[config.mk]
export PLATFORM = sky130hd
export DESIGN_NAME = sha1_message_hasher
export DESIGN_NICKNAME = d
export VERILOG_FILES = /design/src/sha1_pkg.sv /design/src/sha1_front.sv /design/src/sha1_queue.sv /design/src/sha1_core.sv /design/src/sha1_message_hasher.sv
export SDC_FILE = /design/constraint.sdc
export NUM_CORES = 2
export LEC_CHECK = 0
export BUFFER_PORTS_ARGS = -buffer_cell sky130_fd_sc_hd__buf_2
export CORE_UTILIZATION = 51
export DETAILED_ROUTE_END_ITERATION = 6
export PLACE_DENSITY = 0.66
export SETUP_SLACK_MARGIN = 0.02
export SYNTH_ARGS = -nofsm -noshare
export SYNTH_HDL_FRONTEND = slang
export SYNTH_SLANG_ARGS = --single-unit
[constraint.sdc]
create_clock -name i_clk -period 29.8 [get_ports i_clk]
set_clock_uncertainty 0.15 [all_clocks]
set_input_delay 0 -clock i_clk [delete_from_list [all_inputs] [get_ports i_clk]]
set_output_delay 0 -clock i_clk [all_outputs]
set_load 0.005 [all_outputs]
[src/sha1_pkg.sv]
package sha1_pkg;

    localparam int WORD_W          = 32;
    localparam int BLOCK_WORDS     = 16;
    localparam int ROUNDS          = 80;
    localparam int QUEUE_DEPTH_DEF = 16;

    // Initial chaining words, word 0 in the lowest slot.
    localparam logic [4:0][WORD_W-1:0] H_INIT = {
        32'hC3D2E1F0, 32'h10325476, 32'h98BADCFE, 32'hEFCDAB89, 32'h67452301
    };

    localparam logic [WORD_W-1:0] K_0 = 32'h5A827999;
    localparam logic [WORD_W-1:0] K_1 = 32'h6ED9EBA1;
    localparam logic [WORD_W-1:0] K_2 = 32'h8F1BBCDC;
    localparam logic [WORD_W-1:0] K_3 = 32'hCA62C1D6;

    localparam logic [7:0] PAD_BYTE = 8'h80;

    localparam logic KIND_BYTE = 1'b0;
    localparam logic KIND_END  = 1'b1;

    localparam logic [2:0] LAST_INDEX = 3'd4;

    // Word positions of the 64-bit length inside the final block.
    localparam logic [3:0] LEN_HI_POS = 4'(BLOCK_WORDS - 2);
    localparam logic [3:0] LEN_LO_POS = 4'(BLOCK_WORDS - 1);

    typedef struct packed {
        logic              final_blk;  // last word of the last block of a message
        logic [WORD_W-1:0] word;
    } t_qword;

endpackage

[src/sha1_front.sv]
module sha1_front (
    input  logic            i_clk,
    input  logic            i_rst_n,
    input  logic            i_valid,
    output logic            o_ready,
    input  logic            i_kind,
    input  logic [7:0]      i_data_byte,
    output logic            o_push,
    output sha1_pkg::t_qword o_push_data,
    input  logic            i_full
);
    import sha1_pkg::*;

    typedef enum logic [1:0] {F_IDLE, F_PAD, F_LEN_LO} t_fstate;

    t_fstate           r_state, n_state;
    logic [WORD_W-1:0] r_word, n_word;
    logic [1:0]        r_bcnt, n_bcnt;
    logic [3:0]        r_wpos, n_wpos;
    logic              r_extra, n_extra;
    logic [60:0]       r_bytes, n_bytes;

    logic              accept;
    logic [7:0]        ins_byte;
    logic [WORD_W-1:0] merged;
    logic [63:0]       bit_len;

    assign o_ready = (r_state == F_IDLE) && !i_full;
    assign accept  = i_valid && o_ready;
    assign bit_len = {r_bytes, 3'b000};

    assign ins_byte = (i_kind == KIND_END) ? PAD_BYTE : i_data_byte;

    // Bytes fill a word from the most significant end.
    always_comb begin
        case (r_bcnt)
            2'd0:    merged = r_word | {ins_byte, 24'h0};
            2'd1:    merged = r_word | {8'h0, ins_byte, 16'h0};
            2'd2:    merged = r_word | {16'h0, ins_byte, 8'h0};
            default: merged = r_word | {24'h0, ins_byte};
        endcase
    end

    always_comb begin
        n_state     = r_state;
        n_word      = r_word;
        n_bcnt      = r_bcnt;
        n_wpos      = r_wpos;
        n_extra     = r_extra;
        n_bytes     = r_bytes;
        o_push      = 1'b0;
        o_push_data = '0;
        unique case (r_state)
            F_IDLE: begin
                if (accept) begin
                    o_push_data.word = merged;
                    if (i_kind == KIND_BYTE) begin
                        n_bytes = r_bytes + 61'd1;
                        n_bcnt  = r_bcnt + 2'd1;
                        if (r_bcnt == 2'd3) begin
                            o_push = 1'b1;
                            n_word = '0;
                            n_wpos = r_wpos + 4'd1;
                        end else begin
                            n_word = merged;
                        end
                    end else begin
                        o_push  = 1'b1;
                        n_word  = '0;
                        n_bcnt  = 2'd0;
                        n_wpos  = r_wpos + 4'd1;
                        // No room for the length after the pad word: one more block.
                        n_extra = (r_wpos == LEN_HI_POS);
                        n_state = F_PAD;
                    end
                end
            end
            F_PAD: begin
                if (!i_full) begin
                    o_push = 1'b1;
                    n_wpos = r_wpos + 4'd1;
                    if ((r_wpos == LEN_HI_POS) && !r_extra) begin
                        o_push_data.word = bit_len[63:32];
                        n_state          = F_LEN_LO;
                    end else if (r_wpos == LEN_LO_POS) begin
                        n_extra = 1'b0;
                    end
                end
            end
            F_LEN_LO: begin
                if (!i_full) begin
                    o_push                = 1'b1;
                    o_push_data.word      = bit_len[31:0];
                    o_push_data.final_blk = 1'b1;
                    n_wpos                = '0;
                    n_bytes               = '0;
                    n_state               = F_IDLE;
                end
            end
            default: n_state = F_IDLE;
        endcase
    end

    always_ff @(posedge i_clk) begin
        if (!i_rst_n) begin
            r_state <= F_IDLE;
            r_word  <= '0;
            r_bcnt  <= '0;
            r_wpos  <= '0;
            r_extra <= 1'b0;
            r_bytes <= '0;
        end else begin
            r_state <= n_state;
            r_word  <= n_word;
            r_bcnt  <= n_bcnt;
            r_wpos  <= n_wpos;
            r_extra <= n_extra;
            r_bytes <= n_bytes;
        end
    end

endmodule

[src/sha1_queue.sv]
module sha1_queue #(
    parameter int DEPTH = sha1_pkg::QUEUE_DEPTH_DEF
) (
    input  logic             i_clk,
    input  logic             i_rst_n,
    input  logic             i_push,
    input  sha1_pkg::t_qword i_push_data,
    output logic             o_full,
    output logic             o_valid,
    output sha1_pkg::t_qword o_data,
    input  logic             i_pop
);
    import sha1_pkg::*;

    localparam int PTR_W = (DEPTH > 1) ? $clog2(DEPTH) : 1;
    localparam int CNT_W = $clog2(DEPTH + 1);

    t_qword             r_mem [DEPTH];
    logic [PTR_W-1:0]   r_wr_ptr, r_rd_ptr;
    logic [CNT_W-1:0]   r_count;
    logic               do_push, do_pop;

    assign o_full  = (r_count == CNT_W'(DEPTH));
    assign o_valid = (r_count != '0);
    assign o_data  = r_mem[r_rd_ptr];
    assign do_push = i_push && !o_full;
    assign do_pop  = i_pop && o_valid;

    always_ff @(posedge i_clk) begin
        if (do_push) begin
            r_mem[r_wr_ptr] <= i_push_data;
        end
    end

    always_ff @(posedge i_clk) begin
        if (!i_rst_n) begin
            r_wr_ptr <= '0;
            r_rd_ptr <= '0;
            r_count  <= '0;
        end else begin
            if (do_push) begin
                r_wr_ptr <= (r_wr_ptr == PTR_W'(DEPTH - 1)) ? '0 : r_wr_ptr + PTR_W'(1);
            end
            if (do_pop) begin
                r_rd_ptr <= (r_rd_ptr == PTR_W'(DEPTH - 1)) ? '0 : r_rd_ptr + PTR_W'(1);
            end
            if (do_push && !do_pop) begin
                r_count <= r_count + CNT_W'(1);
            end else if (do_pop && !do_push) begin
                r_count <= r_count - CNT_W'(1);
            end
        end
    end

endmodule

[src/sha1_core.sv]
module sha1_core (
    input  logic                        i_clk,
    input  logic                        i_rst_n,
    input  logic                        i_q_valid,
    input  sha1_pkg::t_qword            i_q_data,
    output logic                        o_q_pop,
    output logic                        o_valid,
    input  logic                        i_ready,
    output logic [sha1_pkg::WORD_W-1:0] o_digest_word,
    output logic [2:0]                  o_word_index,
    output logic                        o_last_word
);
    import sha1_pkg::*;

    typedef enum logic [1:0] {B_LOAD, B_ROUND, B_ADD, B_OUT} t_bstate;

    t_bstate                r_state;
    logic [WORD_W-1:0]      r_w [BLOCK_WORDS];
    logic [WORD_W-1:0]      r_a, r_b, r_c, r_d, r_e;
    logic [4:0][WORD_W-1:0] r_h;
    logic [6:0]             r_cnt;
    logic                   r_final;
    logic [2:0]             r_idx;

    logic [WORD_W-1:0]      f_val, k_val, t_val, w_new, w_x;

    always_comb begin
        if (r_cnt < 7'd20) begin
            f_val = (r_b & r_c) | (~r_b & r_d);
            k_val = K_0;
        end else if (r_cnt < 7'd40) begin
            f_val = r_b ^ r_c ^ r_d;
            k_val = K_1;
        end else if (r_cnt < 7'd60) begin
            f_val = (r_b & r_c) | (r_b & r_d) | (r_c & r_d);
            k_val = K_2;
        end else begin
            f_val = r_b ^ r_c ^ r_d;
            k_val = K_3;
        end
    end

    assign t_val = {r_a[26:0], r_a[31:27]} + f_val + r_e + r_w[0] + k_val;
    // The window holds w[t..t+15]; the word shifted in is w[t+16].
    assign w_x   = r_w[13] ^ r_w[8] ^ r_w[2] ^ r_w[0];
    assign w_new = {w_x[30:0], w_x[31]};

    assign o_q_pop       = (r_state == B_LOAD) && i_q_valid;
    assign o_valid       = (r_state == B_OUT);
    assign o_digest_word = r_h[r_idx];
    assign o_word_index  = r_idx;
    assign o_last_word   = (r_idx == LAST_INDEX);

    always_ff @(posedge i_clk) begin
        if (!i_rst_n) begin
            r_state <= B_LOAD;
            r_h     <= H_INIT;
            r_cnt   <= '0;
            r_final <= 1'b0;
            r_idx   <= '0;
        end else begin
            unique case (r_state)
                B_LOAD: begin
                    if (i_q_valid) begin
                        for (int i = 0; i < BLOCK_WORDS - 1; i++) begin
                            r_w[i] <= r_w[i+1];
                        end
                        r_w[BLOCK_WORDS-1] <= i_q_data.word;
                        if (r_cnt[3:0] == 4'(BLOCK_WORDS - 1)) begin
                            r_final <= i_q_data.final_blk;
                            r_cnt   <= '0;
                            r_a     <= r_h[0];
                            r_b     <= r_h[1];
                            r_c     <= r_h[2];
                            r_d     <= r_h[3];
                            r_e     <= r_h[4];
                            r_state <= B_ROUND;
                        end else begin
                            r_cnt <= r_cnt + 7'd1;
                        end
                    end
                end
                B_ROUND: begin
                    for (int i = 0; i < BLOCK_WORDS - 1; i++) begin
                        r_w[i] <= r_w[i+1];
                    end
                    r_w[BLOCK_WORDS-1] <= w_new;
                    r_e <= r_d;
                    r_d <= r_c;
                    r_c <= {r_b[1:0], r_b[31:2]};
                    r_b <= r_a;
                    r_a <= t_val;
                    if (r_cnt == 7'(ROUNDS - 1)) begin
                        r_cnt   <= '0;
                        r_state <= B_ADD;
                    end else begin
                        r_cnt <= r_cnt + 7'd1;
                    end
                end
                B_ADD: begin
                    r_h[0] <= r_h[0] + r_a;
                    r_h[1] <= r_h[1] + r_b;
                    r_h[2] <= r_h[2] + r_c;
                    r_h[3] <= r_h[3] + r_d;
                    r_h[4] <= r_h[4] + r_e;
                    r_idx  <= '0;
                    r_state <= r_final ? B_OUT : B_LOAD;
                end
                B_OUT: begin
                    if (i_ready) begin
                        if (r_idx == LAST_INDEX) begin
                            r_h     <= H_INIT;
                            r_idx   <= '0;
                            r_state <= B_LOAD;
                        end else begin
                            r_idx <= r_idx + 3'd1;
                        end
                    end
                end
                default: r_state <= B_LOAD;
            endcase
        end
    end

endmodule

[src/sha1_message_hasher.sv]
// Channel   Direction  tdata                                   tuser / tlast
// s_axis    in         [7:0] data_byte                         tuser[0] kind (1 = end)
// m_axis    out        [31:0] digest_word, [34:32] word_index  tlast = last_word
//
// Message bytes are packed into words that wait in a word queue (QUEUE_DEPTH words)
// ahead of the compression unit.
// For each 64-byte block the compression unit loads the schedule window, runs the
// 80 rounds and adds the working words into the chaining words.
// With the pad byte in word p, an end item keeps the front busy while it makes the
// zero words and the length (in one more block when p is 14 or 15); the unit then
// compresses one or two blocks and gives five digest items, one per cycle while
// m_axis_tready is high.
// The input stalls while the word queue is full or the pad words are being made.
// Reset is synchronous and active low.
module sha1_message_hasher #(
    parameter int QUEUE_DEPTH = sha1_pkg::QUEUE_DEPTH_DEF
) (
    input  logic        i_clk,
    input  logic        i_rst_n,
    input  logic        i_s_axis_tvalid,
    output logic        o_s_axis_tready,
    input  logic [7:0]  i_s_axis_tdata,   // [7:0] data_byte
    input  logic [0:0]  i_s_axis_tuser,   // [0] kind
    output logic        o_m_axis_tvalid,
    input  logic        i_m_axis_tready,
    output logic [39:0] o_m_axis_tdata,   // [31:0] digest_word, [34:32] word_index
    output logic        o_m_axis_tlast
);
    import sha1_pkg::*;

    t_qword            push_data, q_data;
    logic              push, q_full, q_valid, q_pop;
    logic [WORD_W-1:0] digest_word;
    logic [2:0]        word_index;

    sha1_front u_front (
        .i_clk       (i_clk),
        .i_rst_n     (i_rst_n),
        .i_valid     (i_s_axis_tvalid),
        .o_ready     (o_s_axis_tready),
        .i_kind      (i_s_axis_tuser[0]),
        .i_data_byte (i_s_axis_tdata),
        .o_push      (push),
        .o_push_data (push_data),
        .i_full      (q_full)
    );

    sha1_queue #(
        .DEPTH (QUEUE_DEPTH)
    ) u_queue (
        .i_clk       (i_clk),
        .i_rst_n     (i_rst_n),
        .i_push      (push),
        .i_push_data (push_data),
        .o_full      (q_full),
        .o_valid     (q_valid),
        .o_data      (q_data),
        .i_pop       (q_pop)
    );

    sha1_core u_core (
        .i_clk         (i_clk),
        .i_rst_n       (i_rst_n),
        .i_q_valid     (q_valid),
        .i_q_data      (q_data),
        .o_q_pop       (q_pop),
        .o_valid       (o_m_axis_tvalid),
        .i_ready       (i_m_axis_tready),
        .o_digest_word (digest_word),
        .o_word_index  (word_index),
        .o_last_word   (o_m_axis_tlast)
    );

    assign o_m_axis_tdata = {5'b0, word_index, digest_word};

endmodule

==> results.yml <==
die:
  io-pin-count: 56
  rows: 134
  start_util_pct: 51.4
  die-area_sq_um: 136000
  die_w_um: 369
  die_h_um: 369
  core_area_sq_um: 133000
critical_path:
  worst-path-max-fanout: 35
  cp_common_cell: "a21oi_1"
  path_buf_inv: 6
  required_ps: 30170
  cp-start-kind: "register"
  crit_type: "register to register"
  critPathCaptureType: "register"
  worstPathArrival_ps: 7820
  cp_top_family: "compound AO/OA/AOI/OAI gates"
  cp_slowest_stage_delay_ps: 610
  crit_slowest_cell: "a221oi_1"
placement:
  postPlaceCellArea_sq_um: 71200
  dp_hpwl_mm: 106
  place.gp.congestion: 0.937
  port_buffers: 50
clock_network:
  clock_path_buffers: 3
  clock-root-buffer: "clkbuf_16"
  cts_tree: "built"
  clk_pin_slew_worst_paths_ps: 70
  clock-sinks: 1492
  cts_resized: 0
  h-tree-depth: 4
  clkLatencyLatePin_ps: 790
  numCtsBuffers: 153
power_and_ir_drop:
  power.density_nw_per_um2: 72.9
  intPower_mw: 4.12
  p_sw_share_pct: 26.2
  clockPowerShare_pct: 34.6
  leakage_nw: 27.8
  p_sw_mw: 1.46
  ir_worst_vdd_mv: 0.0649
  p_seq_share_pct: 49.7
  p_comb_share_pct: 15.7
timing:
  setup_viol: 0
  min_period_ps: 7450
  drv_slew: 0
  max_freq_mhz: 134
  rsz0062_at_grt: "false"
  slew_headroom_pct: 4.95
  hold_viol: 0
  finalCritPeriodShare_pct: 25.0
  tightest_slew_ps: 1430
  finalSetupTns_ps: 0
routing:
  routed_wl_mm: 167
  vias: 41900
  drtAntennaViolNets: 0
  viasPerCell: 5.83
  drt-wirelength-per-cell_um: 23.3
  drt-pass1-iter-count: 7
  first_iter_violations: 4066
  post-route-drc-count: 0
yosys:
  avgSynthCellArea_sq_um: 13.3
  yosys_warnings: 0
  synth_seq_area_share_pct: 61.0
  ys.flop_type: "edfxtp_1"
  ys_ff_latch: 1492
  synth_edf_count: 1200
  synth_mux_area_share_pct: 6.68
  synth_area_sq_um: 68600
  syn_inst: 5177
  synth.distinct_cells: 94
  async_flop_share_pct: 0
  yosys.area_share.simple_pct: 8.88
  synth_compound_area_share_pct: 8.63
  synthXorXnorAreaFrac_pct: 4.15
  synth_top_family_by_area: "simple AND/OR/NAND/NOR gates"
  synth_fa_ha_area_share_pct: 8.09
global_route:
  grt_antenna_before_repair: 1
  grt_usage_pct: 24.8
  grt_pass1_vias: 41600
  grt_pass1_wl_mm: 252
  grt_max_degree: 193
  grt_overflow_total: 0
hold_path:
  min_path_type: "primary input to register"
run:
  max-cap-violations: 0
final_layout:
  syn2layout_area_growth_pct: 11.5
  mostFrequentLayoutCells: "edfxtp_1 (1200), nand2_1 (637), nor2_1 (355)"
  final_common_cell: "edfxtp_1"
  fin_area_sq_um: 76500
  antenna_cells: 0
  fin_nets: 5680
  drive_above_1_share_pct: 11.5
  fillers: 10600
run_status:
  status: "completed"
[worst paths after layout]
kind | startpoint | end | slack (ps) | cells after the start
worst max-delay path | u_core.r_cnt[4] | u_core.r_a[30] | 22350 | 26
worst min-delay path | i_rst_n | u_core.r_h[16] | 130 | 4
worst max register to register | u_core.r_cnt[4] | u_core.r_a[30] | 22350 | 26
worst min register to register | u_core.r_w[7][22] | u_core.r_w[6][54] | 260 | 0
[what timing repair did]
item	in CTS	in global routing
endpoints found under the hold margin	229	0
buffers inserted	0	0
hold buffers	30	0
[stage by stage]
step | hold WS, ps | cells | util [%] | worst slack, ps | power [mW]
after floorplan | -12.4 | 5181 | - | 2260 | 3.63
after global placement | 109 | 6881 | 53.3 | 22380 | 3.67
after detailed placement | 121 | 6881 | 53.3 | 22370 | 3.70
after CTS | 69.9 | 7192 | 57.3 | 22330 | 5.63
after global routing | 120 | 7192 | 57.3 | 21880 | 5.81
final | 128 | 7192 | 57.3 | 22350 | 5.58
[routing by layer]
metal	global-route usage, %	wire length [um]
met4	10.1	6270
met3	4.44	11900
met2	39.1	78000
met1	33.9	71100
met5	0	27
[cell families after synthesis]
| logic type | after synthesis |
|---|---|
| AND/OR/NAND/NOR | 1381 |
| buffers and inverters | 457 |
| flip-flops | 1492 |
| multiplexers | 212 |
| AO/OA/AOI/OAI | 940 |
| other | 1 |
| adder cells (fa/ha/maj) | 369 |
| XOR/XNOR | 325 |
[cell type report]
class / count / area, sq um / area share (%)
Timing Repair Buffer: 159 / 1170 / 1.53
Clock buffer: 197 / 4130 / 5.39
Tap cell: 1768 / 2210 / 2.89
Multi-Input combinational cell: 3232 / 25200 / 32.9
Sequential cell: 1492 / 41900 / 54.7
Clock inverter: 84 / 943 / 1.23
Inverter: 260 / 977 / 1.28
[synth_stat cells (46+ instances only)]
cell type	n	share of area, %
nor2_1	372	2.0
ha_1	244	4.4
dfxtp_1	292	8.5
a21oi_1	312	2.3
xnor2_1	192	2.5
o21ai_0	210	1.5
nand3_1	72	0.53
nor2b_1	63	0.57
a22oi_1	49	0.54
mux4_2	197	6.5
xor2_1	133	1.7
edfxtp_1	1200	53
inv_1	256	1.4
clkbuf_1	166	0.91
nand2_1	640	3.5
fa_1	125	3.6
nor3_1	46	0.34
a21o_1	95	1.0
[flip-flops by register name, summed over array words and instances, names as in the netlist, 61 cells and up, named ones only]
signal,count
u_core.r_w,512
u_core.r_h,160
u_front.r_bytes,61
u_queue.r_mem,528
[power by group through the flow]
stage          Clock [mW]  Combinational, mW  Sequential [mW]
3_5_place_dp            0              0.876             2.82
5_1_grt              2.05              0.959             2.81
4_1_cts              1.96              0.886             2.78
3_3_place_gp            0              0.862             2.81
2_1_floorplan           0              0.665             2.97
6_report             1.93              0.876             2.78
[worst register-to-register path, delay by kind of cell, from the launching register on]
| kind | cells | cell delay [ps] |
|---|---|---|
| AOI/OAI and AO/OA | 10 | 2760 |
| and+or+nand+nor | 5 | 710 |
| muxes | 1 | 200 |
| DFF | 1 | 410 |
| buffers and inverters | 6 | 1150 |
| adders and majority gates | 4 | 1830 |
(Power assumes the default switching activity.)
